[src/rtl/fdg_pkg.sv]
package fdg_pkg;

	localparam int NUM_CH  = 3;
	localparam int DIV_NW  = 128;
	localparam int DIV_DW  = 64;
	localparam int DIV_CW  = $clog2(DIV_NW);

	typedef enum logic [1:0] {
		ST_OK      = 2'd0,
		ST_DOMAIN  = 2'd1,
		ST_INVALID = 2'd2
	} status_t;

	typedef enum logic [2:0] {
		REG_AMPLITUDE = 3'd0,
		REG_ENERGY    = 3'd1,
		REG_FLOOR0    = 3'd2,
		REG_FLOOR1    = 3'd3,
		REG_FLOOR2    = 3'd4,
		REG_KNOTS0    = 3'd5,
		REG_KNOTS1    = 3'd6,
		REG_KNOTS2    = 3'd7
	} reg_idx_t;

	typedef struct packed {
		logic              is_load;
		logic [1:0]        channel;
		logic [3:0]        knot_index;
		logic signed [15:0] exposure;
		logic signed [15:0] knot_density;
		logic              last;
	} item_t;

	typedef struct packed {
		logic [31:0]       amplitude;
		logic [16:0]       energy;
		logic [2:0][31:0]  floor_var;
		logic [2:0][4:0]   knots_used;
	} cfg_t;

	typedef struct packed {
		logic              start;
		logic [DIV_NW-1:0] num;
		logic [DIV_DW-1:0] den;
	} div_req_t;

	typedef struct packed {
		logic              done;
		logic [DIV_NW-1:0] quo;
	} div_rsp_t;

	function automatic logic [31:0] fdg_pow10(logic [3:0] i);
		logic [31:0] r;
		case (i)
			4'd0: r = 32'd1;
			4'd1: r = 32'd10;
			4'd2: r = 32'd100;
			4'd3: r = 32'd1000;
			4'd4: r = 32'd10000;
			4'd5: r = 32'd100000;
			4'd6: r = 32'd1000000;
			4'd7: r = 32'd10000000;
			4'd8: r = 32'd100000000;
			default: r = 32'd1;
		endcase
		return r;
	endfunction

	function automatic logic [63:0] fdg_isqrt64(logic [63:0] v);
		logic [63:0] res;
		logic [63:0] bit_v;
		logic [63:0] rem;
		res   = '0;
		bit_v = 64'h4000_0000_0000_0000;
		rem   = v;
		for (int i = 0; i < 32; i++) begin
			if (rem >= res + bit_v) begin
				rem = rem - (res + bit_v);
				res = (res >> 1) + bit_v;
			end else begin
				res = res >> 1;
			end
			bit_v = bit_v >> 2;
		end
		return res;
	endfunction

	// 10^(2^(b-12)) in Q28, by repeated square roots of sqrt(10)
	function automatic logic [11:0][31:0] fdg_roots();
		logic [11:0][31:0] r;
		logic [63:0]       root;
		root = fdg_isqrt64(64'd10 << 56);
		for (int b = 11; b >= 0; b--) begin
			r[b] = root[31:0];
			root = fdg_isqrt64(root << 28);
		end
		return r;
	endfunction

endpackage

[src/rtl/fdg_if.sv]


interface fdg_cfg_if;
	logic        valid;
	logic        ready;
	logic [2:0]  index;
	logic [31:0] data;

	modport source (output valid, index, data, input ready);
	modport sink (input valid, index, data, output ready);
endinterface

[src/rtl/fdg_cfg.sv]
module fdg_cfg
	import fdg_pkg::*;
(
	input  logic      clk,
	input  logic      arst_n,
	fdg_cfg_if.sink   cfg,
	output cfg_t      regs
);

	cfg_t regs_q;

	assign cfg.ready = 1'b1;
	assign regs      = regs_q;

	always_ff @(posedge clk or negedge arst_n) begin
		if (!arst_n) begin
			regs_q.amplitude  <= 32'd65536;
			regs_q.energy     <= 17'd65536;
			regs_q.floor_var  <= {3{32'd1}};
			regs_q.knots_used <= '0;
		end else if (cfg.valid) begin
			case (reg_idx_t'(cfg.index))
				REG_AMPLITUDE: regs_q.amplitude     <= cfg.data;
				REG_ENERGY:    regs_q.energy        <= cfg.data[16:0];
				REG_FLOOR0:    regs_q.floor_var[0]  <= cfg.data;
				REG_FLOOR1:    regs_q.floor_var[1]  <= cfg.data;
				REG_FLOOR2:    regs_q.floor_var[2]  <= cfg.data;
				REG_KNOTS0:    regs_q.knots_used[0] <= cfg.data[4:0];
				REG_KNOTS1:    regs_q.knots_used[1] <= cfg.data[4:0];
				REG_KNOTS2:    regs_q.knots_used[2] <= cfg.data[4:0];
				default: ;
			endcase
		end
	end

endmodule

[src/flat_wrapper.sv]
// flat-port wrapper written by rule: the top's interface ports become plain ports
module fdg_cfg_flat import fdg_pkg::*;
  (clk, arst_n, regs, cfg_valid, cfg_index, cfg_data, cfg_ready);
  fdg_cfg_if cfg_i ();
  input  logic clk;
  input  logic arst_n;
  output cfg_t regs;
  input wire logic [$bits(cfg_i.valid)-1:0] cfg_valid;
  input wire logic [$bits(cfg_i.index)-1:0] cfg_index;
  input wire logic [$bits(cfg_i.data)-1:0] cfg_data;
  output wire logic [$bits(cfg_i.ready)-1:0] cfg_ready;
  assign cfg_i.valid = cfg_valid;
  assign cfg_i.index = cfg_index;
  assign cfg_i.data = cfg_data;
  assign cfg_ready = cfg_i.ready;
  fdg_cfg u_core (.clk(clk), .arst_n(arst_n), .cfg(cfg_i), .regs(regs));
endmodule
[config.mk]
export PLATFORM = sky130hd
export DESIGN_NAME = fdg_cfg_flat
export DESIGN_NICKNAME = d
export VERILOG_FILES = /design/src/rtl/fdg_pkg.sv /design/src/rtl/fdg_if.sv /design/src/rtl/fdg_cfg.sv /design/src/flat_wrapper.sv
export SDC_FILE = /design/constraint.sdc
export NUM_CORES = 1
export LEC_CHECK = 0
export BUFFER_PORTS_ARGS = -buffer_cell sky130_fd_sc_hd__buf_2
export CORE_ASPECT_RATIO = 1.2
export CORE_MARGIN = 3
export CORE_UTILIZATION = 45
export DETAILED_ROUTE_END_ITERATION = 7
export PLACE_DENSITY = 0.82
export SETUP_SLACK_MARGIN = 0.02
export SKIP_CTS_REPAIR_TIMING = 1
export SYNTH_ARGS = -nofsm -noshare
export SYNTH_HDL_FRONTEND = slang
export SYNTH_SLANG_ARGS = --single-unit
[constraint.sdc]
create_clock -name clk -period 0.8 [get_ports clk]
set_input_delay 0.16 -clock clk [delete_from_list [all_inputs] [get_ports clk]]
set_output_delay 0.16 -clock clk [all_outputs]
set_load 0.005 [all_outputs]
==> flow_summary.toml, run 1 <==
[run_status]
status = "finished, violations left"
failed_checks = "setup timing"

[clock_network]
cts_sinks = 160
cts_buffer_depth = 2
htreeDepth = 4
path_clk_slew_ps = 60
cts_tree = "yes"
clock_latency_ps = 420
cts_root_buf = "clkbuf_16"
cts_buffers = 17

[finish]
final_area_um2 = 9530
layout.nets = 704
area_growth_pct = 56.1
drive_above_1_share = 0.760
layout_common_cells = "buf_2 (186), dfrtp_1 (155), mux2_4 (104), buf_4 (74), mux2_2 (55)"
largest_reg_flops = 160
n_antenna_cell = 0
final_common_cell = "buf_2"
final_util = 0.720

[place]
hpwl_um = 10900
dpl-instance-area_um2 = 7750
place.gp.congestion = 0.805
io_buffers = 197

[worst_hold_path]
hold_depth = 2
hold_path.class = "in -> reg"
holdCritStartpoint = "cfg_data[30]"
holdPathEnd = "u_core.regs[158]$_DFFE_PN0P_"

[setup_path]
r2r-start = "u_core.regs[119]$_DFFE_PN0P_"
path_buf_inv = 1
cp.required_ps = 640
cp_cell_sequence = "buf_2"
endpoint_kind = "output port"
cp_top_family = "flip-flops"
r2r_end = "u_core.regs[119]$_DFFE_PN0P_"
crit_slowest_cell = "dfstp_2"
crit_type = "reg -> out"
arrival_ps = 1070
startpoint_type = "flop"
critPathMaxStageDelay_ps = 540
critPathMaxFanout = 2
r2r_cells = 2
rrSetupSlack_ps = -120

[grt]
grt_overflow_total = 0
grt_pass1_wl_um = 23700
grt_pass1_vias = 4261
antenna_found_initial = 0
grt_max_degree = 32
grt_use_total = 0.203

[timing]
hold_violations = 0
holdWs_ps = 15.3
setup_ws_ps = -430
finalClockSkew_ps = 0
rsz0062_at_grt = "yes"
layout_min_cycle_time_ps = 1230
setup_violations = 310
drv_slew = 0
final.period_utilization = 1.54
fmax_ghz = 0.813

[drt]
detail-route-antenna-nets = 0
finalWirelength_um = 18500
wl_per_cell_um = 21.9
dr.pass1.iters = 6
route.vias.total = 4352
drt_iter0_drc = 253
via_per_inst = 5.14
drc = 0

[synth]
yosysUniqueCellTypes = 15
avgSynthCellArea_um2 = 17.5
syn_area_um2 = 6110
yosys_register_bits = 160
yosys_warnings = 0
ys_seq_area_frac = 0.657
synthCells = 348
synth_fp_nets = 386

[pwr]
pwr_density_cell_nw_per_um2 = 2770
power_mw = 26.4
switching_power_mw = 6.79
switching_share = 0.257
ir_drop_v = 0.00171
pwr-share-clk = 0.321
seqPwrFrac = 0.417
power.leakage_nw = 4.78
pwr-share-comb = 0.263
p_int_mw = 19.6

[die]
start_util = 0.461
die_h_um = 134
num_rows = 46
die_area_um2 = 15000
core_area_um2 = 13200
fp.dieW_um = 112
io_pins = 199

[flow_run]
drv_cap = 0
[final cells by class]
class | instances | area [um^2]
fillers | 822 | 3710
multi-input cells | 169 | 2320
well taps | 168 | 210
repair buffers | 318 | 2370
clock buffers | 21 | 470
clock inverters | 11 | 153
flip-flops and latches | 160 | 4010
[worst reg2reg max path, stage by stage (launching register included)]
cell     delay [ps]
dfrtp_1         400
buf_4           150
mux2_4          260
[cell usage after synthesis]
library cell  count  area share
buf_6             8       0.015
buf_2             3      0.0025
mux2_2          122        0.22
nor4b_4           1      0.0039
mux2_1           34       0.063
conb_1            1     0.00061
buf_8             3      0.0074
dfrtp_1         155        0.64
nor4bb_1          2      0.0033
nand4_1           1      0.0010
dfstp_2           5       0.022
mux2_4            4      0.0098
buf_4             5      0.0061
nand4b_1          3      0.0043
and4bb_2          1      0.0020
[power by group through the flow]
stage,logic [mW],registers [mW],clock network [mW]
after floorplan,2.25,11.1,0
after global placement,4.93,10.9,0
after detailed placement,5.15,11.1,0
after CTS,5.17,11.0,8.60
after global routing,7.36,11.2,9.02
final,6.94,11.0,8.48
[logic make-up after synthesis]
family / synth area share
flops: 0.657
simple gates: 0.0145
mux: 0.297
other cells: 0.000614
buf+inv: 0.0307
[per-stage QoR]
stage                     cells  TNS [ps]  worst slack [ps]
after detailed placement    723    -94300              -668
after global placement      723    -89450              -629
final                       847    -68540              -430
after floorplan             348    -65220              -523
after global routing        847    -75380              -473
after CTS                   755    -74880              -459
[worst max-delay path by stage]
stage	from	cells after the start	end	slack, ps
2_1_floorplan	cfg_index[1]	4	u_core.regs[129]$_DFFE_PN0P_	-520
3_3_place_gp	cfg_index[2]	4	u_core.regs[30]$_DFFE_PN0P_	-630
3_5_place_dp	cfg_index[2]	4	u_core.regs[24]$_DFFE_PN0P_	-670
4_1_cts	u_core.regs[79]$_DFFE_PN1P_	1	regs[79]	-460
5_1_grt	u_core.regs[79]$_DFFE_PN1P_	1	regs[79]	-470
6_report	u_core.regs[127]$_DFFE_PN1P_	1	regs[127]	-430
[layer usage]
| layer | wire length (um) | share of wire | GRT usage |
|---|---|---|---|
| met1 | 7250 | 0.39 | 0.251 |
| met2 | 9910 | 0.53 | 0.333 |
| met3 | 1000 | 0.054 | 0.0554 |
| met4 | 375 | 0.020 | 0.0962 |
| met5 | 0 | 0 | 0 |
Power figures use the tool's default switching activity.
==> run 2: changes to the inputs <==
Settings changed: CTS_BUF_LIST from default to sky130_fd_sc_hd__clkbuf_8.
==> run 2 against run 1 <==
The flow still finishes with violations (setup timing). Core utilization up 0.78 points. Global-route usage is 0.27 points lower. Clock power fell by 24%. Via count up 1.1%. Register-to-register slack about the same. Final area up 1.1%. Sequential power about the same. Flip-flop and latch count did not move. Cell count rose by 2.2%. Clock-buffer cell count is 1 lower. Hold slack better by 11 ps. Critical endpoint unchanged. Largest cell class unchanged.
==> flow_summary.toml, run 2 (synthesized netlist as in run 1, its figures left out) <==
[drt]
wl_per_cell_um = 21.9
via_per_inst = 5.08
finalWirelength_um = 19000
drt_iter0_drc = 186
dr.pass1.iters = 4
route.vias.total = 4399
drc = 0
detail-route-antenna-nets = 0

[die]
io_pins = 199
core_area_um2 = 13200
die_h_um = 134
num_rows = 46
start_util = 0.461
fp.dieW_um = 112
die_area_um2 = 15000

[timing]
layout_min_cycle_time_ps = 1270
drv_slew = 0
hold_violations = 0
finalClockSkew_ps = 0
holdWs_ps = 26.0
setup_ws_ps = -474
setup_violations = 307
fmax_ghz = 0.785
rsz0062_at_grt = "yes"
final.period_utilization = 1.59

[clock_network]
cts_buffer_depth = 2
cts_tree = "yes"
cts_sinks = 160
path_clk_slew_ps = 90
cts_root_buf = "clkbuf_8"
cts_buffers = 17
clock_latency_ps = 450
htreeDepth = 4

[place]
io_buffers = 197
pre_cts_slack_ps = -668
hpwl_um = 10900
place.gp.congestion = 0.805
dpl-instance-area_um2 = 7750

[run_status]
failed_checks = "setup timing"
status = "finished, violations left"

[setup_path]
startpoint_type = "flop"
cp.required_ps = 640
cp_top_family = "flip-flops"
cp-startpoint = "u_core.regs[127]$_DFFE_PN1P_"
rrSetupSlack_ps = -120
path_depth = 1
r2r_end = "u_core.regs[116]$_DFFE_PN0P_"
crit_end = "regs[127]"
critPathMaxStageDelay_ps = 550
crit_slowest_cell = "dfstp_2"
critPathMaxFanout = 2
arrival_ps = 1110
path_buf_inv = 1
r2r-start = "u_core.regs[116]$_DFFE_PN0P_"
cp_cell_sequence = "buf_2"
r2r_cells = 2
endpoint_kind = "output port"
crit_type = "reg -> out"

[finish]
fillers = 805
n_antenna_cell = 0
final_common_cell = "buf_2"
layout_common_cells = "buf_2 (186), dfrtp_1 (155), mux2_4 (107), buf_4 (55), mux2_2 (52)"
drive_above_1_share = 0.739
largest_reg_flops = 160
area_growth_pct = 57.8
final_area_um2 = 9640
layout.nets = 723

[pwr]
power.leakage_nw = 4.83
ir_drop_v = 0.00203
power_mw = 24.7
pwr_density_cell_nw_per_um2 = 2560

[flow_run]
drv_cap = 0

[grt]
grt_overflow_total = 0
antenna_found_initial = 0
grt_pass1_wl_um = 23500
grt_use_total = 0.201
grt_pass1_vias = 4236
grt_max_degree = 32

[worst_hold_path]
holdCritStartpoint = "cfg_data[8]"
hold_path.class = "in -> reg"
hold_depth = 2
## run 2: worst min-delay path by stage
stage / to / slack (ps)
2_1_floorplan: u_core.regs[0]$_DFFE_PN0P_ / -140
3_3_place_gp: u_core.regs[118]$_DFFE_PN0P_ / 70
3_5_place_dp: u_core.regs[118]$_DFFE_PN0P_ / 70
4_1_cts: u_core.regs[118]$_DFFE_PN0P_ / -440
5_1_grt: u_core.regs[119]$_DFFE_PN0P_ / -2
6_report: u_core.regs[119]$_DFFE_PN0P_ / 30
## run 2: layer usage
| metal | track usage | share of wire | wire length (um) |
|---|---|---|---|
| met3 | 0.0613 | 0.057 | 1080 |
| met5 | 0 | 0 | 0 |
| met1 | 0.251 | 0.39 | 7380 |
| met4 | 0.0741 | 0.030 | 567 |
| met2 | 0.330 | 0.52 | 9940 |
## run 2: where the power goes
group / total (mW) / internal (mW) / leakage [nW] / switching [mW]
sequential: 11.0 / 9.91 / 1.91 / 1.14
clock: 6.44 / 3.35 / 0.214 / 3.08
combinational: 7.19 / 4.76 / 2.70 / 2.43
## run 2: final cells by class
| class | count | area (um^2) | share of cell area |
|---|---|---|---|
| multi-input combinational | 169 | 2330 | 0.242 |
| tap | 168 | 210 | 0.0218 |
| sequential | 160 | 4010 | 0.416 |
| timing repair buffer | 337 | 2650 | 0.275 |
| clock buffer | 20 | 275 | 0.0286 |
| clock inverter | 12 | 156 | 0.0162 |
## run 2: stage by stage
stage / instances / TNS (ps) / util
after floorplan: 348 / -65220 / -
after global placement: 723 / -89450 / 0.586
after detailed placement: 723 / -94300 / 0.586
after CTS: 755 / -75370 / 0.618
after global routing: 866 / -75030 / 0.728
final: 866 / -67920 / 0.728
==> run 3: changes to the inputs <==
Settings changed: BUFFER_PORTS_ARGS -buffer_cell sky130_fd_sc_hd__buf_2 to -buffer_cell sky130_fd_sc_hd__buf_4.
Clock period 0.8 ns to 1.3 ns, I/O delays scaled along.
==> run 3 against run 2 <==
Clock skew unchanged. Highest routed layer unchanged. Via count is 10% lower. The flow still finishes with violations (setup timing). Clock-buffer cell count is 2 lower. Non-clock buffer count decreased by 81. Flip-flop and latch count unchanged. Critical endpoint is now regs[47]. Sequential power shrank 38%.
==> flow_summary.toml, run 3 (synthesized netlist as in run 1, its figures left out) <==
[run_status]
status = "finished, violations left"
failed_checks = "setup timing"

[timing]
layout_min_cycle_time_ps = 1340
holdWs_ps = 81.0
setup_violations = 5
setup_ws_ps = -41.0
fmax_ghz = 0.746
finalSetupTns_ps = -155
hold_violations = 0
rsz0062_at_grt = "yes"
finalClockSkew_ps = 0
final.period_utilization = 1.03
drv_slew = 0

[die]
io_pins = 199
core_area_um2 = 13200
die_area_um2 = 15000
start_util = 0.461
num_rows = 46
die_h_um = 134
fp.dieW_um = 112

[clock_network]
htreeDepth = 4
clock_latency_ps = 410
cts_buffers = 17
path_clk_slew_ps = 90
cts_buffer_depth = 2
cts_tree = "yes"
cts_root_buf = "clkbuf_8"
cts_sinks = 160

[pwr]
power.leakage_nw = 4.33
pwr_density_cell_nw_per_um2 = 1630
seqPwrFrac = 0.465
pwr-share-comb = 0.290
p_int_mw = 10.7
switching_power_mw = 3.97
switching_share = 0.271
ir_drop_v = 0.00111
power_mw = 14.7
pwr-share-clk = 0.245

[finish]
final_area_um2 = 8990
n_antenna_cell = 0
layout_common_cells = "buf_4 (199), dfrtp_1 (155), mux2_2 (88), mux2_4 (70), buf_6 (50)"
fillers = 900
largest_reg_flops = 160
drive_above_1_share = 0.736
final_util = 0.679
area_growth_pct = 47.1
final_common_cell = "buf_4"
layout.nets = 642
fin_cells = 785

[drt]
drc = 0
wl_per_cell_um = 19.3
detail-route-antenna-nets = 0
finalWirelength_um = 15200
dr.pass1.iters = 4
route.vias.total = 3951
drt_iter0_drc = 155
via_per_inst = 5.03

[grt]
grt_use_total = 0.195
grt_max_degree = 46
grt_overflow_total = 0
antenna_found_initial = 0
grt_pass1_vias = 4096
grt_pass1_wl_um = 23000

[setup_path]
endpoint_kind = "output port"
r2r_end = "u_core.regs[20]$_DFFE_PN0P_"
critPathMaxStageDelay_ps = 560
critPathMaxFanout = 2
r2r_cells = 2
arrival_ps = 1080
cp_top_family = "flip-flops"
cp_cell_sequence = "buf_6"
path_buf_inv = 1
crit_slowest_cell = "dfstp_2"
r2r-start = "u_core.regs[20]$_DFFE_PN0P_"
startpoint_type = "flop"
rrSetupSlack_ps = 380
crit_type = "reg -> out"
cp.required_ps = 1040

[place]
hpwl_um = 10800
io_buffers = 197
dpl-instance-area_um2 = 8150
pre_cts_slack_ps = -303
dpl.cell_count = 719
place.gp.congestion = 0.826

[worst_hold_path]
holdPathEnd = "u_core.regs[158]$_DFFE_PN0P_"
hold_path.class = "in -> reg"
hold_depth = 2
holdCritStartpoint = "cfg_data[30]"

[flow_run]
drv_cap = 0
-- run 3: worst max path at each step --
stage | start | endpoint | slack (ps) | depth (start not counted)
after CTS | u_core.regs[127]$_DFFE_PN1P_ | regs[127] | -70 | 1
after detailed placement | cfg_index[2] | u_core.regs[35]$_DFFE_PN0P_ | -300 | 4
final | u_core.regs[47]$_DFFE_PN1P_ | regs[47] | -40 | 1
after global routing | u_core.regs[47]$_DFFE_PN1P_ | regs[47] | -100 | 1
after floorplan | cfg_index[1] | u_core.regs[129]$_DFFE_PN0P_ | -120 | 4
after global placement | cfg_index[2] | u_core.regs[32]$_DFFE_PN0P_ | -260 | 4
-- run 3: layer usage --
| metal | global-route usage | up-vias | share of wire |
|---|---|---|---|
| met3 | 0.0509 | 14 | 0.052 |
| li1 | - | 1740 | - |
| met1 | 0.252 | 2066 | 0.41 |
| met2 | 0.325 | 131 | 0.53 |
| met5 | 0 | - | 0 |
| met4 | 0.0554 | 0 | 0.012 |
-- run 3: layout make-up --
cell class	instances	area (um^2)	share of cell area
Timing Repair Buffer	256	2190	0.243
Sequential cell	160	4010	0.446
Clock inverter	14	144	0.0160
Clock buffer	18	248	0.0276
Multi-Input combinational cell	169	2190	0.243
Tap cell	168	210	0.0234
-- run 3: power by group through the flow --
stage | Clock (mW) | Combinational [mW] | Sequential (mW)
2_1_floorplan | 0 | 1.34 | 6.82
3_3_place_gp | 0 | 3.60 | 6.80
3_5_place_dp | 0 | 3.74 | 6.84
4_1_cts | 3.69 | 3.75 | 6.77
5_1_grt | 3.92 | 4.50 | 6.94
6_report | 3.59 | 4.25 | 6.82
