`config.mk`:
```
export PLATFORM = sky130hd
export DESIGN_NAME = fdg_div
export DESIGN_NICKNAME = d
export VERILOG_FILES = /design/src/rtl/fdg_pkg.sv /design/src/rtl/fdg_div.sv
export SDC_FILE = /design/constraint.sdc
export NUM_CORES = 1
export LEC_CHECK = 0
export CAP_MARGIN = 25
export CELL_PAD_IN_SITES_DETAIL_PLACEMENT = 0
export CELL_PAD_IN_SITES_GLOBAL_PLACEMENT = 2
export CORE_AREA = 2 2 238 146
export DETAILED_ROUTE_END_ITERATION = 6
export DIE_AREA = 0 0 240 148
export DONT_BUFFER_PORTS = 1
export PLACE_DENSITY = 0.89
export SLEW_MARGIN = 10
export SYNTH_ARGS = -nofsm -noshare
export SYNTH_HDL_FRONTEND = slang
export SYNTH_SLANG_ARGS = --single-unit
```
`constraint.sdc`:
```
create_clock -name clk -period 8.8 [get_ports clk]
set_input_delay 1.32 -clock clk [delete_from_list [all_inputs] [get_ports clk]]
set_output_delay 1.32 -clock clk [all_outputs]
set_load 0.01 [all_outputs]
```
`src/rtl/fdg_pkg.sv`:
```
package fdg_pkg;

	localparam int NUM_CH  = 3;
	localparam int DIV_NW  = 128;
	localparam int DIV_DW  = 64;
	localparam int DIV_CW  = $clog2(DIV_NW);

	typedef enum logic [1:0] {
		ST_OK      = 2'd0,
		ST_DOMAIN  = 2'd1,
		ST_INVALID = 2'd2
	} status_t;

	typedef enum logic [2:0] {
		REG_AMPLITUDE = 3'd0,
		REG_ENERGY    = 3'd1,
		REG_FLOOR0    = 3'd2,
		REG_FLOOR1    = 3'd3,
		REG_FLOOR2    = 3'd4,
		REG_KNOTS0    = 3'd5,
		REG_KNOTS1    = 3'd6,
		REG_KNOTS2    = 3'd7
	} reg_idx_t;

	typedef struct packed {
		logic              is_load;
		logic [1:0]        channel;
		logic [3:0]        knot_index;
		logic signed [15:0] exposure;
		logic signed [15:0] knot_density;
		logic              last;
	} item_t;

	typedef struct packed {
		logic [31:0]       amplitude;
		logic [16:0]       energy;
		logic [2:0][31:0]  floor_var;
		logic [2:0][4:0]   knots_used;
	} cfg_t;

	typedef struct packed {
		logic              start;
		logic [DIV_NW-1:0] num;
		logic [DIV_DW-1:0] den;
	} div_req_t;

	typedef struct packed {
		logic              done;
		logic [DIV_NW-1:0] quo;
	} div_rsp_t;

	function automatic logic [31:0] fdg_pow10(logic [3:0] i);
		logic [31:0] r;
		case (i)
			4'd0: r = 32'd1;
			4'd1: r = 32'd10;
			4'd2: r = 32'd100;
			4'd3: r = 32'd1000;
			4'd4: r = 32'd10000;
			4'd5: r = 32'd100000;
			4'd6: r = 32'd1000000;
			4'd7: r = 32'd10000000;
			4'd8: r = 32'd100000000;
			default: r = 32'd1;
		endcase
		return r;
	endfunction

	function automatic logic [63:0] fdg_isqrt64(logic [63:0] v);
		logic [63:0] res;
		logic [63:0] bit_v;
		logic [63:0] rem;
		res   = '0;
		bit_v = 64'h4000_0000_0000_0000;
		rem   = v;
		for (int i = 0; i < 32; i++) begin
			if (rem >= res + bit_v) begin
				rem = rem - (res + bit_v);
				res = (res >> 1) + bit_v;
			end else begin
				res = res >> 1;
			end
			bit_v = bit_v >> 2;
		end
		return res;
	endfunction

	// 10^(2^(b-12)) in Q28, by repeated square roots of sqrt(10)
	function automatic logic [11:0][31:0] fdg_roots();
		logic [11:0][31:0] r;
		logic [63:0]       root;
		root = fdg_isqrt64(64'd10 << 56);
		for (int b = 11; b >= 0; b--) begin
			r[b] = root[31:0];
			root = fdg_isqrt64(root << 28);
		end
		return r;
	endfunction

endpackage

```
`src/rtl/fdg_div.sv`:
```
module fdg_div
	import fdg_pkg::*;
(
	input  logic     clk,
	input  logic     arst_n,
	input  div_req_t req,
	output div_rsp_t rsp
);

	logic [DIV_DW-1:0] rem_q;
	logic [DIV_NW-1:0] nq_q;
	logic [DIV_DW-1:0] den_q;
	logic [DIV_CW-1:0] cnt_q;
	logic              busy_q;
	logic              done_q;
	logic [DIV_DW:0]   sh_c;
	logic              fit_c;
	logic [DIV_DW:0]   diff_c;

	// numerator shifts out the top while quotient bits shift in at the bottom
	assign sh_c   = {rem_q, nq_q[DIV_NW-1]};
	assign fit_c  = sh_c >= {1'b0, den_q};
	assign diff_c = sh_c - {1'b0, den_q};

	assign rsp.done = done_q;
	assign rsp.quo  = nq_q;

	always_ff @(posedge clk) begin
		if (req.start) begin
			rem_q <= '0;
			nq_q  <= req.num;
			den_q <= req.den;
		end else if (busy_q) begin
			rem_q <= fit_c ? diff_c[DIV_DW-1:0] : sh_c[DIV_DW-1:0];
			nq_q  <= {nq_q[DIV_NW-2:0], fit_c};
		end
	end

	always_ff @(posedge clk or negedge arst_n) begin
		if (!arst_n) begin
			busy_q <= 1'b0;
			done_q <= 1'b0;
			cnt_q  <= '0;
		end else begin
			done_q <= 1'b0;
			if (req.start) begin
				busy_q <= 1'b1;
				cnt_q  <= '0;
			end else if (busy_q) begin
				cnt_q <= cnt_q + 1'b1;
				if (cnt_q == DIV_CW'(DIV_NW - 1)) begin
					busy_q <= 1'b0;
					done_q <= 1'b1;
				end
			end
		end
	end

endmodule

```
==> results of run 1 <==
cells in the final DEF, fill, tap and decap left out, drive strengths merged, types with 21 or more instances in the layout:
cell type	instances
a21o	34
a21oi	80
a311oi	43
clkbuf	36
dfxtp	64
edfxtp	192
ha	65
inv	86
mux2	128
nand2	149
nand4	27
nor2	118
o21ai	56
xnor2	38
xor2	21
stage by stage:
step / hold WS, ns / setup slack (ns) / power, W
after floorplan: 0.4531 / 3.996 / 0.003239
after global placement: 0.4752 / 4.584 / 0.003679
after detailed placement: 0.4807 / 4.509 / 0.003686
after CTS: 0.4078 / 4.495 / 0.004950
after global routing: 0.4099 / 4.232 / 0.005241
final: 0.4361 / 4.595 / 0.004940
worst reg2reg max path: stages (launching register included):
cell and delay (ns):
edfxtp_1 0.49, inv_1 0.08, ha_1 0.22, nand2b_1 0.21, a211oi_4 0.33, o2111ai_2 0.18
a211oi_2 0.39, o21ai_2 0.11, nand2_4 0.12, a211oi_4 0.10, o21ai_4 0.73, buf_4 0.51
nand2_1 0.32, nor3_1 0.24, a211o_1 0.12
final timing paths:
path	startpoint	to	slack, ns	cells after the start
min in group clk	rem_q[24]$_SDFFE_PP0P_	rem_q[25]$_SDFFE_PP0P_	0.50	2
max in group asynchronous	arst_n	busy_q$_DFF_PN0_	8.28	0
setup reg to reg	nq_q[127]$_DFFE_PP_	rem_q[60]$_SDFFE_PP0P_	4.59	14
hold reg to reg	rem_q[24]$_SDFFE_PP0P_	rem_q[25]$_SDFFE_PP0P_	0.50	2
setup / recovery	nq_q[127]$_DFFE_PP_	rem_q[60]$_SDFFE_PP0P_	4.59	14
hold / removal	arst_n	cnt_q[3]$_DFFE_PN0P_	0.44	0
sequential cells by signal, summed over array words and instances (netlist names):
name	cells
done_q	1
nq_q	128
cnt_q	7
rem_q	64
den_q	64
busy_q	1
power by group:
group	switching [W]	internal, W
sequential	0.000213	0.00158
combinational	0.00116	0.000747
clock	0.000522	0.000716
cells in the mapped netlist, types with 21 or more instances:
cell / n
edfxtp_1: 192
nand2_1: 147
mux2_2: 128
nor2_1: 118
inv_1: 83
a21oi_1: 79
clkbuf_1: 67
ha_1: 65
dfxtp_1: 64
o21ai_0: 50
a311oi_1: 43
xnor2_1: 38
a21o_1: 34
nand4_1: 27
xor2_1: 21
cells by family after synthesis:
logic type | after synthesis | synth area share, %
simple gates | 379 | 11.55
flops | 265 | 49.95
compound gates | 304 | 14.40
fa+ha+maj | 66 | 5.724
buf+inv | 162 | 4.435
mux | 135 | 10.38
xor+xnor | 59 | 3.550
layout make-up:
cell class              count  share of cell area (%)
diodes                      1                 0.01579
inverters                  83                   1.982
flip-flops and latches    265                   45.92
well taps                 459                   3.624
clock buffers              36                   4.872
multi-input cells         943                   41.91
clock inverters            16                   1.216
repair buffers              7                  0.4580
layer usage:
layer	part of all wire [%]	GRT usage [%]	up-vias
li1	-	-	4923
met1	51	33.48	5047
met2	41	28.03	318
met3	6.5	4.818	50
met4	1.7	4.006	2
met5	0.018	0	-
==> out/results.ini, run 1 <==
[logic_synthesis]
ys_async_sr_fraction_pct = 3.396
syn-cell-area_mm2 = 0.01456
synth_area_per_cell_um2 = 10.63
syn-num-nets = 1631
synth_edf_count = 192
synth_cell_types = 70
synth_warnings = 0
synth_area_leaders = edfxtp_1 40%, mux2_2 9.9%, dfxtp_1 8.8%, ha_1 5.6%, nand2_1 3.8%
synth_top_area_share_pct = 39.60
synth.largest_area_cell = edfxtp_1
syn_inst = 1370
seq_area_frac_synth_pct = 49.95
ys_seq_elements = 265
synthFlopType = edfxtp_1

[critical_path]
worstPathCellList = inv_1 -> ha_1 -> nand2b_1 -> a211oi_4 -> o2111ai_2 -> a211oi_2 -> o21ai_2 -> nand2_4 -> a211oi_4 -> o21ai_4 -> buf_4 -> nand2_1 -> nor3_1 -> a211o_1
cp.required_ns = 9.31
cpPeakStageDelay_ns = 0.73
cpMaxStageDelayCell = o21ai_4
crit_family = compound AO/OA/AOI/OAI gates
cp.arrival_ns = 4.72
cp_max_fo = 34
worst_setup_path_end_kind = flip-flop
crit_top_cell = a211oi_4
crit_type = flip-flop to flip-flop
worstSetupStartpointType = flip-flop
crit_buf_inv = 2

[place]
place_congestion = 0.8435
place_hpwl_um = 27820
post-place-cells = 1756
place_area_mm2 = 0.01485
io_buffers = 0

[route]
drtAntennaViolNets = 0
drc = 0
vias_per_cell = 5.713
wire_per_inst_um = 21.23
vias = 10340
drtPass1Iterations = 5
drt-initial-drc-count = 924
wl_um = 38420

[floorplanning]
die_w_um = 240
num_rows = 52
ios = 324
dieArea_mm2 = 0.03552
die_h_um = 148
start_util_pct = 43.70
core_area_mm2 = 0.03331

[grt]
grt_max_degree = 258
grt_pass1_wl_um = 57970
grt_pass1_vias = 9815
track_usage_pct = 20.84
antenna_found_initial = 2
grt-ovfl-total = 0

[final_layout]
final_area_mm2 = 0.01585
drive_above_1_share_pct = 15.11
multiInputGateArea_mm2 = 0.006641
fillers = 3134
regArea_mm2 = 0.007276
syn_to_final_growth_pct = 8.844
nets = 1589
final_util_pct = 47.57
stdcell_count = 1810

[cts]
cts_resized = 0
cts_tree = built
cts_hold_buf = 0
cts.clk_slew.worst_paths_ns = 0.06
cts_root_buf = clkbuf_16
postCtsSetupRepairBufs = 0
htree_levels = 1
clk_path_buf_depth = 3
cts.sinks = 265
clk_latency_ns = 0.57
numCtsBuffers = 28

[min_path]
hp-class = primary input to asynchronous set/reset pin

[timing]
setup_violations = 0
fin_crit_ns = 4.205
fmax_ghz = 0.2378
worst_pin_slew_ns = 0.8781
drv_slew = 0
rsz0062_at_grt = false
final.period_utilization_pct = 47.79
finalClockSkew_ns = 0.02525
fin_tns_setup_ns = 0
hold_violations = 0
timing.slew.headroom_pct = 41.24

[power_and_ir_drop]
pwr_density_cell_mw_per_mm2 = 311.8
cellLeakagePower_nw = 6.263
ir_drop_v = 0.0001496

[status]
outcome = completed

[flow_run]
max-cap-violations = 0

No activity file was read; power rests on OpenSTA's default activity.
==> inputs of run 2 (changes only) <==
Settings changed: CORE_AREA 2 2 238 146 to 2 2 260 159, DIE_AREA 0 0 240 148 to 0 0 262 161, PLACE_DENSITY 0.89 to 0.79.
Clock period 8.8 ns to 3.5 ns, I/O delays scaled along.
==> out/results.ini, run 2 (synthesis results as in run 1) <==
[critical_path]
cp_max_fo = 20  ; -41%
crit_buf_inv = 1  ; -1
crit_top_cell = a211oi_4
cpPeakStageDelay_ns = 0.44  ; -0.29 ns
worstSetupStartpointType = flip-flop
worst_setup_path_end_kind = flip-flop
crit_family = compound AO/OA/AOI/OAI gates
cpMaxStageDelayCell = a211oi_4
cp.arrival_ns = 3.75  ; -0.97 ns
crit_type = flip-flop to flip-flop
worstPathCellList = ha_1 -> a21o_1 -> a211o_1 -> o2111ai_2 -> a211oi_4 -> o21ai_2 -> nand2_4 -> a211oi_4 -> o21a_4 -> buf_6 -> nand2_1 -> a311oi_1
cp.required_ns = 3.97  ; -5.34 ns

[final_layout]
mostFrequentLayoutCell = edfxtp_1
fillers = 3862  ; +23%
drive_above_1_share_pct = 17.02  ; +1.9 points
nets = 1620  ; +2.0%
reg_top3 = nq_q x128, den_q x64, rem_q x64
syn_to_final_growth_pct = 11.39
final_cell_mix = 192 x edfxtp_1, 147 x nand2_1, 128 x mux2_2, 118 x nor2_1, 82 x inv_1
largest_reg_flops = 128  ; unchanged
top_register = nq_q
final_util_pct = 40.60  ; -7.0 points

[power_and_ir_drop]
ir_drop_v = 0.0003372  ; +130%
pwr_density_cell_mw_per_mm2 = 785.5  ; +150%
cellLeakagePower_nw = 6.404  ; +2.2%

[floorplanning]
start_util_pct = 36.45  ; -7.3 points
die_h_um = 161  ; +8.8%
ios = 324  ; unchanged
core_area_mm2 = 0.03994  ; +20%
num_rows = 57  ; +9.6%
die_w_um = 262  ; +9.2%
dieArea_mm2 = 0.04218  ; +19%

[place]
place_congestion = 0.8367  ; -0.81%
io_buffers = 0  ; unchanged
place_hpwl_um = 30270  ; +8.8%

[timing]
fin_crit_ns = 3.283  ; -0.9229 ns
drv_slew = 0  ; unchanged
hold_violations = 0  ; unchanged
timing.slew.headroom_pct = 46.16  ; +4.9 points
fin_tns_setup_ns = 0  ; unchanged
setup_violations = 0  ; unchanged
rsz0062_at_grt = false
fmax_ghz = 0.3046  ; +28%
final.period_utilization_pct = 93.79  ; +46 points
finalClockSkew_ns = 0.009286  ; -0.01596 ns
worst_pin_slew_ns = 0.8076  ; -0.07051 ns

[route]
drt-initial-drc-count = 927  ; +0.32%
vias = 10374  ; +0.33%
wl_um = 41440  ; +7.9%
drtPass1Iterations = 5  ; unchanged
drc = 0  ; unchanged
vias_per_cell = 5.420  ; -5.1%
drtAntennaViolNets = 0  ; unchanged
wire_per_inst_um = 21.65  ; +2.0%

[grt]
grt_pass1_vias = 9957  ; +1.4%
grt_max_degree = 258  ; unchanged
track_usage_pct = 19.02  ; -1.8 points
grt_pass1_wl_um = 62110  ; +7.1%
grt-ovfl-total = 0  ; unchanged
antenna_found_initial = 8  ; +6

[cts]
htree_levels = 1  ; unchanged
clk_path_buf_depth = 3  ; unchanged
cts.sinks = 265  ; unchanged
clk_latency_ns = 0.57  ; about the same
cts_tree = built
cts.clk_slew.worst_paths_ns = 0.07  ; about the same
cts_root_buf = clkbuf_16
numCtsBuffers = 28  ; unchanged

[status]
outcome = completed

[flow_run]
max-cap-violations = 0  ; unchanged

[min_path]
hp-class = primary input to flip-flop

[run 2: cell types whose count changed in the layout (fill, tap and decap cells not counted), moves of 2 or more]
| cell | previous run | this run |
|---|---|---|
| buf_4 | 6 | 33 |
| clkinv_2 | 5 | 1 |
| clkinv_1 | 0 | 3 |
| a311oi_1 | 43 | 41 |
| a311oi_2 | 0 | 2 |
| buf_12 | 0 | 2 |
| buf_6 | 0 | 2 |
| clkbuf_1 | 5 | 7 |
| clkinvlp_4 | 2 | 4 |
[run 2: power by group]
group	switching (W)	internal, W
Combinational	0.00303	0.00209
Sequential	0.000532	0.00397
Clock	0.00133	0.00177
[run 2: repair_timing]
item	4_1_cts	5_1_grt
hold buffers	1	0
hold endpoints to repair	9	0
gates resized for setup	0	10
setup endpoints to repair	0	57
setup buffers	0	1
[run 2: worst paths after layout]
check	startpoint	slack, ns	cells past startpoint	to
setup / recovery	rem_q[3]$_SDFFE_PP0P_	0.22	12	rem_q[25]$_SDFFE_PP0P_
hold / removal	req[43]	0.04	0	den_q[43]$_DFFE_PP_
setup reg to reg	rem_q[3]$_SDFFE_PP0P_	0.22	12	rem_q[25]$_SDFFE_PP0P_
hold reg to reg	rem_q[52]$_SDFFE_PP0P_	0.49	2	rem_q[52]$_SDFFE_PP0P_
max in group asynchronous	arst_n	2.79	1	busy_q$_DFF_PN0_
min in group asynchronous	arst_n	0.35	1	busy_q$_DFF_PN0_
[run 2: routing by layer]
layer,global-route usage [%],routed length [um]
met1,30.45,21230
met2,25.74,16920
met3,4.190,2555
met4,3.775,714
met5,0,27
[run 2: per-stage QoR]
step	area, um2	cells	hold WS (ns)	total power, W	setup slack [ns]
after floorplan	14560	1370	0.2294	0.008143	0.1586
after global placement	15190	1858	0.2305	0.009573	0.2045
after detailed placement	15190	1858	0.2304	0.009537	0.08208
after CTS	16150	1911	0.005677	0.01272	0.05376
after global routing	16210	1913	0.01220	0.01357	0.0007137
final	16220	1914	0.04372	0.01274	0.2174
[run 2: area by class of cell]
class | count | area, um2 | share of cell area, %
clock buffer | 37 | 765.7 | 4.722
timing repair buffer | 38 | 320.3 | 1.975
clock inverter | 15 | 180.2 | 1.111
multi-input combinational | 943 | 6689 | 41.25
tap | 531 | 664.4 | 4.097
sequential | 265 | 7276 | 44.87
inverter | 83 | 315.3 | 1.944
antenna | 2 | 5.005 | 0.03086
==> inputs of run 3 (changes only) <==
Settings changed: ABC_AREA set to 1, CORE_AREA 2 2 260 159 to 2 2 302 185, DIE_AREA 0 0 262 161 to 0 0 304 187.
==> out/results.ini, run 3 <==
[status]
outcome = completed

[cts]
cts_resized = 0  ; unchanged
postCtsSetupRepairBufs = 0  ; unchanged
cts_root_buf = clkbuf_16
cts.sinks = 265  ; unchanged
clk_path_buf_depth = 3  ; unchanged
htree_levels = 1  ; unchanged
cts.clk_slew.worst_paths_ns = 0.06  ; about the same
cts_hold_buf = 65  ; +64
numCtsBuffers = 29  ; +3.6%
cts_tree = built
clk_latency_ns = 0.60  ; +0.03 ns

[logic_synthesis]
yosysMostFrequentCell = nand2_1
syn_inst = 2456  ; +79%
ys_seq_elements = 265  ; unchanged
synth_area_per_cell_um2 = 6.959  ; -35%
seq_area_frac_synth_pct = 42.55  ; -7.4 points
ys_async_sr_fraction_pct = 3.396  ; unchanged
synth_warnings = 0  ; unchanged
yosys-top-cells-count = 1,136 x nand2_1, 439 x inv_1, 192 x edfxtp_1
syn-cell-area_mm2 = 0.01709  ; +17%
synthFlopType = edfxtp_1
synth_top_area_share_pct = 33.74  ; -5.9 points
synth_cell_types = 39  ; -44%
synth.largest_area_cell = edfxtp_1
synth_edf_count = 192  ; unchanged
synth_area_leaders = edfxtp_1 34%, nand2_1 25%, inv_1 9.6%, dfxtp_1 7.5%, ha_1 4.8%
syn-num-nets = 2717  ; +67%

[critical_path]
r2r-start = den_q[22]$_DFFE_PP_
worstSetupStartpointType = flip-flop
cp_max_fo = 4  ; -80%
cpMaxStageDelayCell = ha_1
cp.required_ns = 4.00  ; +0.03 ns
cp.depth = 16  ; +4
r2r_cells = 16  ; +4
critPathLaunch = den_q[22]$_DFFE_PP_
worstPathCellList = inv_1 -> ha_1 -> nand2_1 -> nor2_1 -> inv_1 -> nor2_1 -> and2_1 -> nand2_1 -> nand2_1 -> nand2_1 -> nand2_1 -> nand2_1 -> nand2_1 -> nand2_1 -> nand3_1 -> nand2_1
crit_type = flip-flop to flip-flop
cpPeakStageDelay_ns = 0.45  ; about the same
crit_family = simple AND/OR/NAND/NOR gates
worst_setup_path_end_kind = flip-flop
crit_buf_inv = 2  ; +1
crit_top_cell = nand2_1
cp.arrival_ns = 3.65  ; -0.10 ns

[final_layout]
top_register = nq_q
nets = 2768  ; +71%
mostFrequentLayoutCell = nand2_1
largest_reg_flops = 128  ; unchanged
antennaDiodeCount = 0  ; -2
syn_to_final_growth_pct = 14.28
reg_top3 = nq_q x128, den_q x64, rem_q x64
drive_above_1_share_pct = 4.704  ; -12 points
final_cell_mix = 1,136 x nand2_1, 439 x inv_1, 192 x edfxtp_1, 129 x nand3_1, 97 x nor2_1

[floorplanning]
core_area_mm2 = 0.05457  ; +37%
num_rows = 67  ; +18%
dieArea_mm2 = 0.05685  ; +35%
ios = 324  ; unchanged
die_w_um = 304  ; +16%
start_util_pct = 31.32  ; -5.1 points
die_h_um = 187  ; +16%

[min_path]
hp-class = primary input to flip-flop
hold_depth = 0  ; unchanged
hold_start = req[192]

[timing]
timing.slew.headroom_pct = 33.53  ; -13 points
worst_pin_slew_ns = 0.9970  ; +0.1895 ns
drv_slew = 0  ; unchanged
fmax_ghz = 0.3170  ; +4.0%
finalClockSkew_ns = 0.01909  ; +0.009805 ns
fin_tns_setup_ns = 0  ; unchanged
hold_violations = 0  ; unchanged
holdWs_ns = 0.04941  ; +0.005688 ns
final.period_utilization_pct = 90.14  ; -3.6 points
setup_violations = 0  ; unchanged
rsz0062_at_grt = false
fin_crit_ns = 3.155  ; -0.1277 ns

[power_and_ir_drop]
pwr_density_cell_mw_per_mm2 = 684.8  ; -13%
total_power_w = 0.01337  ; +5.0%
seq_power_share_pct = 31.9  ; -3.5 points
cellLeakagePower_nw = 10.12  ; +58%
combPwrFrac_pct = 42.8  ; +2.6 points
ir_drop_v = 0.0003413  ; +1.2%
power_switching_w = 0.005644  ; +15%
p_clk_share_pct = 25.3  ; +0.9 points
internal-power_w = 0.007729  ; -1.4%
switching_share_pct = 42.21  ; +3.7 points

[grt]
track_usage_pct = 20.43  ; +1.4 points
grt-ovfl-total = 0  ; unchanged
antenna_found_initial = 0  ; -8
grt_pass1_vias = 14309  ; +44%
grt_max_degree = 199  ; -23%
grt_pass1_wl_um = 89740  ; +44%

[route]
vias = 14982  ; +44%
drtAntennaViolNets = 0  ; unchanged
wl_um = 59350  ; +43%
vias_per_cell = 4.604  ; -15%
wire_per_inst_um = 18.24  ; -16%
drt-initial-drc-count = 1168  ; +26%
drc = 0  ; unchanged
drtPass1Iterations = 5  ; unchanged

[place]
place_hpwl_um = 46080  ; +52%
place_congestion = 0.9471  ; +13%
io_buffers = 0  ; unchanged

[flow_run]
max-cap-violations = 0  ; unchanged

## run 3: cell types whose count changed after synthesis, moves of 36 or more
cell / previous run / this run
inv_1: 83 / 439
nand2_1: 147 / 1136
nand3b_1: 2 / 38
nand3_1: 17 / 129
mux2_2: 128 / 0
a311oi_1: 43 / 0
## run 3: cell type report
type                       count  area (um2)
fill                        5953       35040
multi-input combinational   1681        7791
clock buffer                  37       765.7
timing repair buffer          83       848.3
clock inverter                17       262.8
tap                          724       905.9
inverter                     447        1684
sequential                   265        7272
## run 3: path summary, 6_finish.rpt
check / to / slack, ns
max: rem_q[59]$_SDFFE_PP0P_ / 0.35
max reg2reg: rem_q[59]$_SDFFE_PP0P_ / 0.35
min in group asynchronous: cnt_q[5]$_DFFE_PN0P_ / 0.33
max in group asynchronous: cnt_q[1]$_DFFE_PN0P_ / 2.84
min reg2reg: cnt_q[5]$_DFFE_PN0P_ / 0.46
min: den_q[7]$_DFFE_PP_ / 0.05
## run 3: kinds of logic (layout without fill, tap and decap cells)
| family | after synthesis | count (layout) | share of synthesized area (%) |
|---|---|---|---|
| AO/OA/AOI/OAI | 103 | 103 | 3.090 |
| adder cells (fa/ha/maj) | 66 | 66 | 4.876 |
| AND/OR/NAND/NOR | 1481 | 1481 | 35.98 |
| buffers and inverters | 510 | 584 | 11.92 |
| XOR/XNOR | 31 | 31 | 1.589 |
| flip-flops | 265 | 265 | 42.55 |
## run 3: metrics by stage
step / cell area, um2 / cells / utilization, % / setup WS, ns
5_1_grt: 19530 / 3254 / 35.79 / 0.1776
3_5_place_dp: 17850 / 3135 / 32.71 / 0.4173
2_1_floorplan: 17090 / 2456 / - / 0.3100
6_report: 19530 / 3254 / 35.79 / 0.3451
4_1_cts: 19530 / 3254 / 35.79 / 0.3972
3_3_place_gp: 17850 / 3135 / 32.71 / 0.3913
## run 3: power groups by stage
stage	registers (W)	clock network, W	logic, W
after detailed placement	0.00432	0	0.00557
after CTS	0.00426	0.00350	0.00566
after global placement	0.00431	0	0.00558
after floorplan	0.00420	0	0.00401
after global routing	0.00431	0.00361	0.00645
final	0.00426	0.00339	0.00573
## run 3: routing by layer
layer | track usage, % | share of wire, % | up-vias | wire [um]
met5 | 0 | 0 | - | 0
met4 | 3.196 | 1.5 | 0 | 886
met3 | 2.674 | 5.2 | 53 | 3058
met2 | 27.34 | 38 | 367 | 22440
met1 | 34.21 | 56 | 6952 | 32970
li1 | - | - | 7610 | -
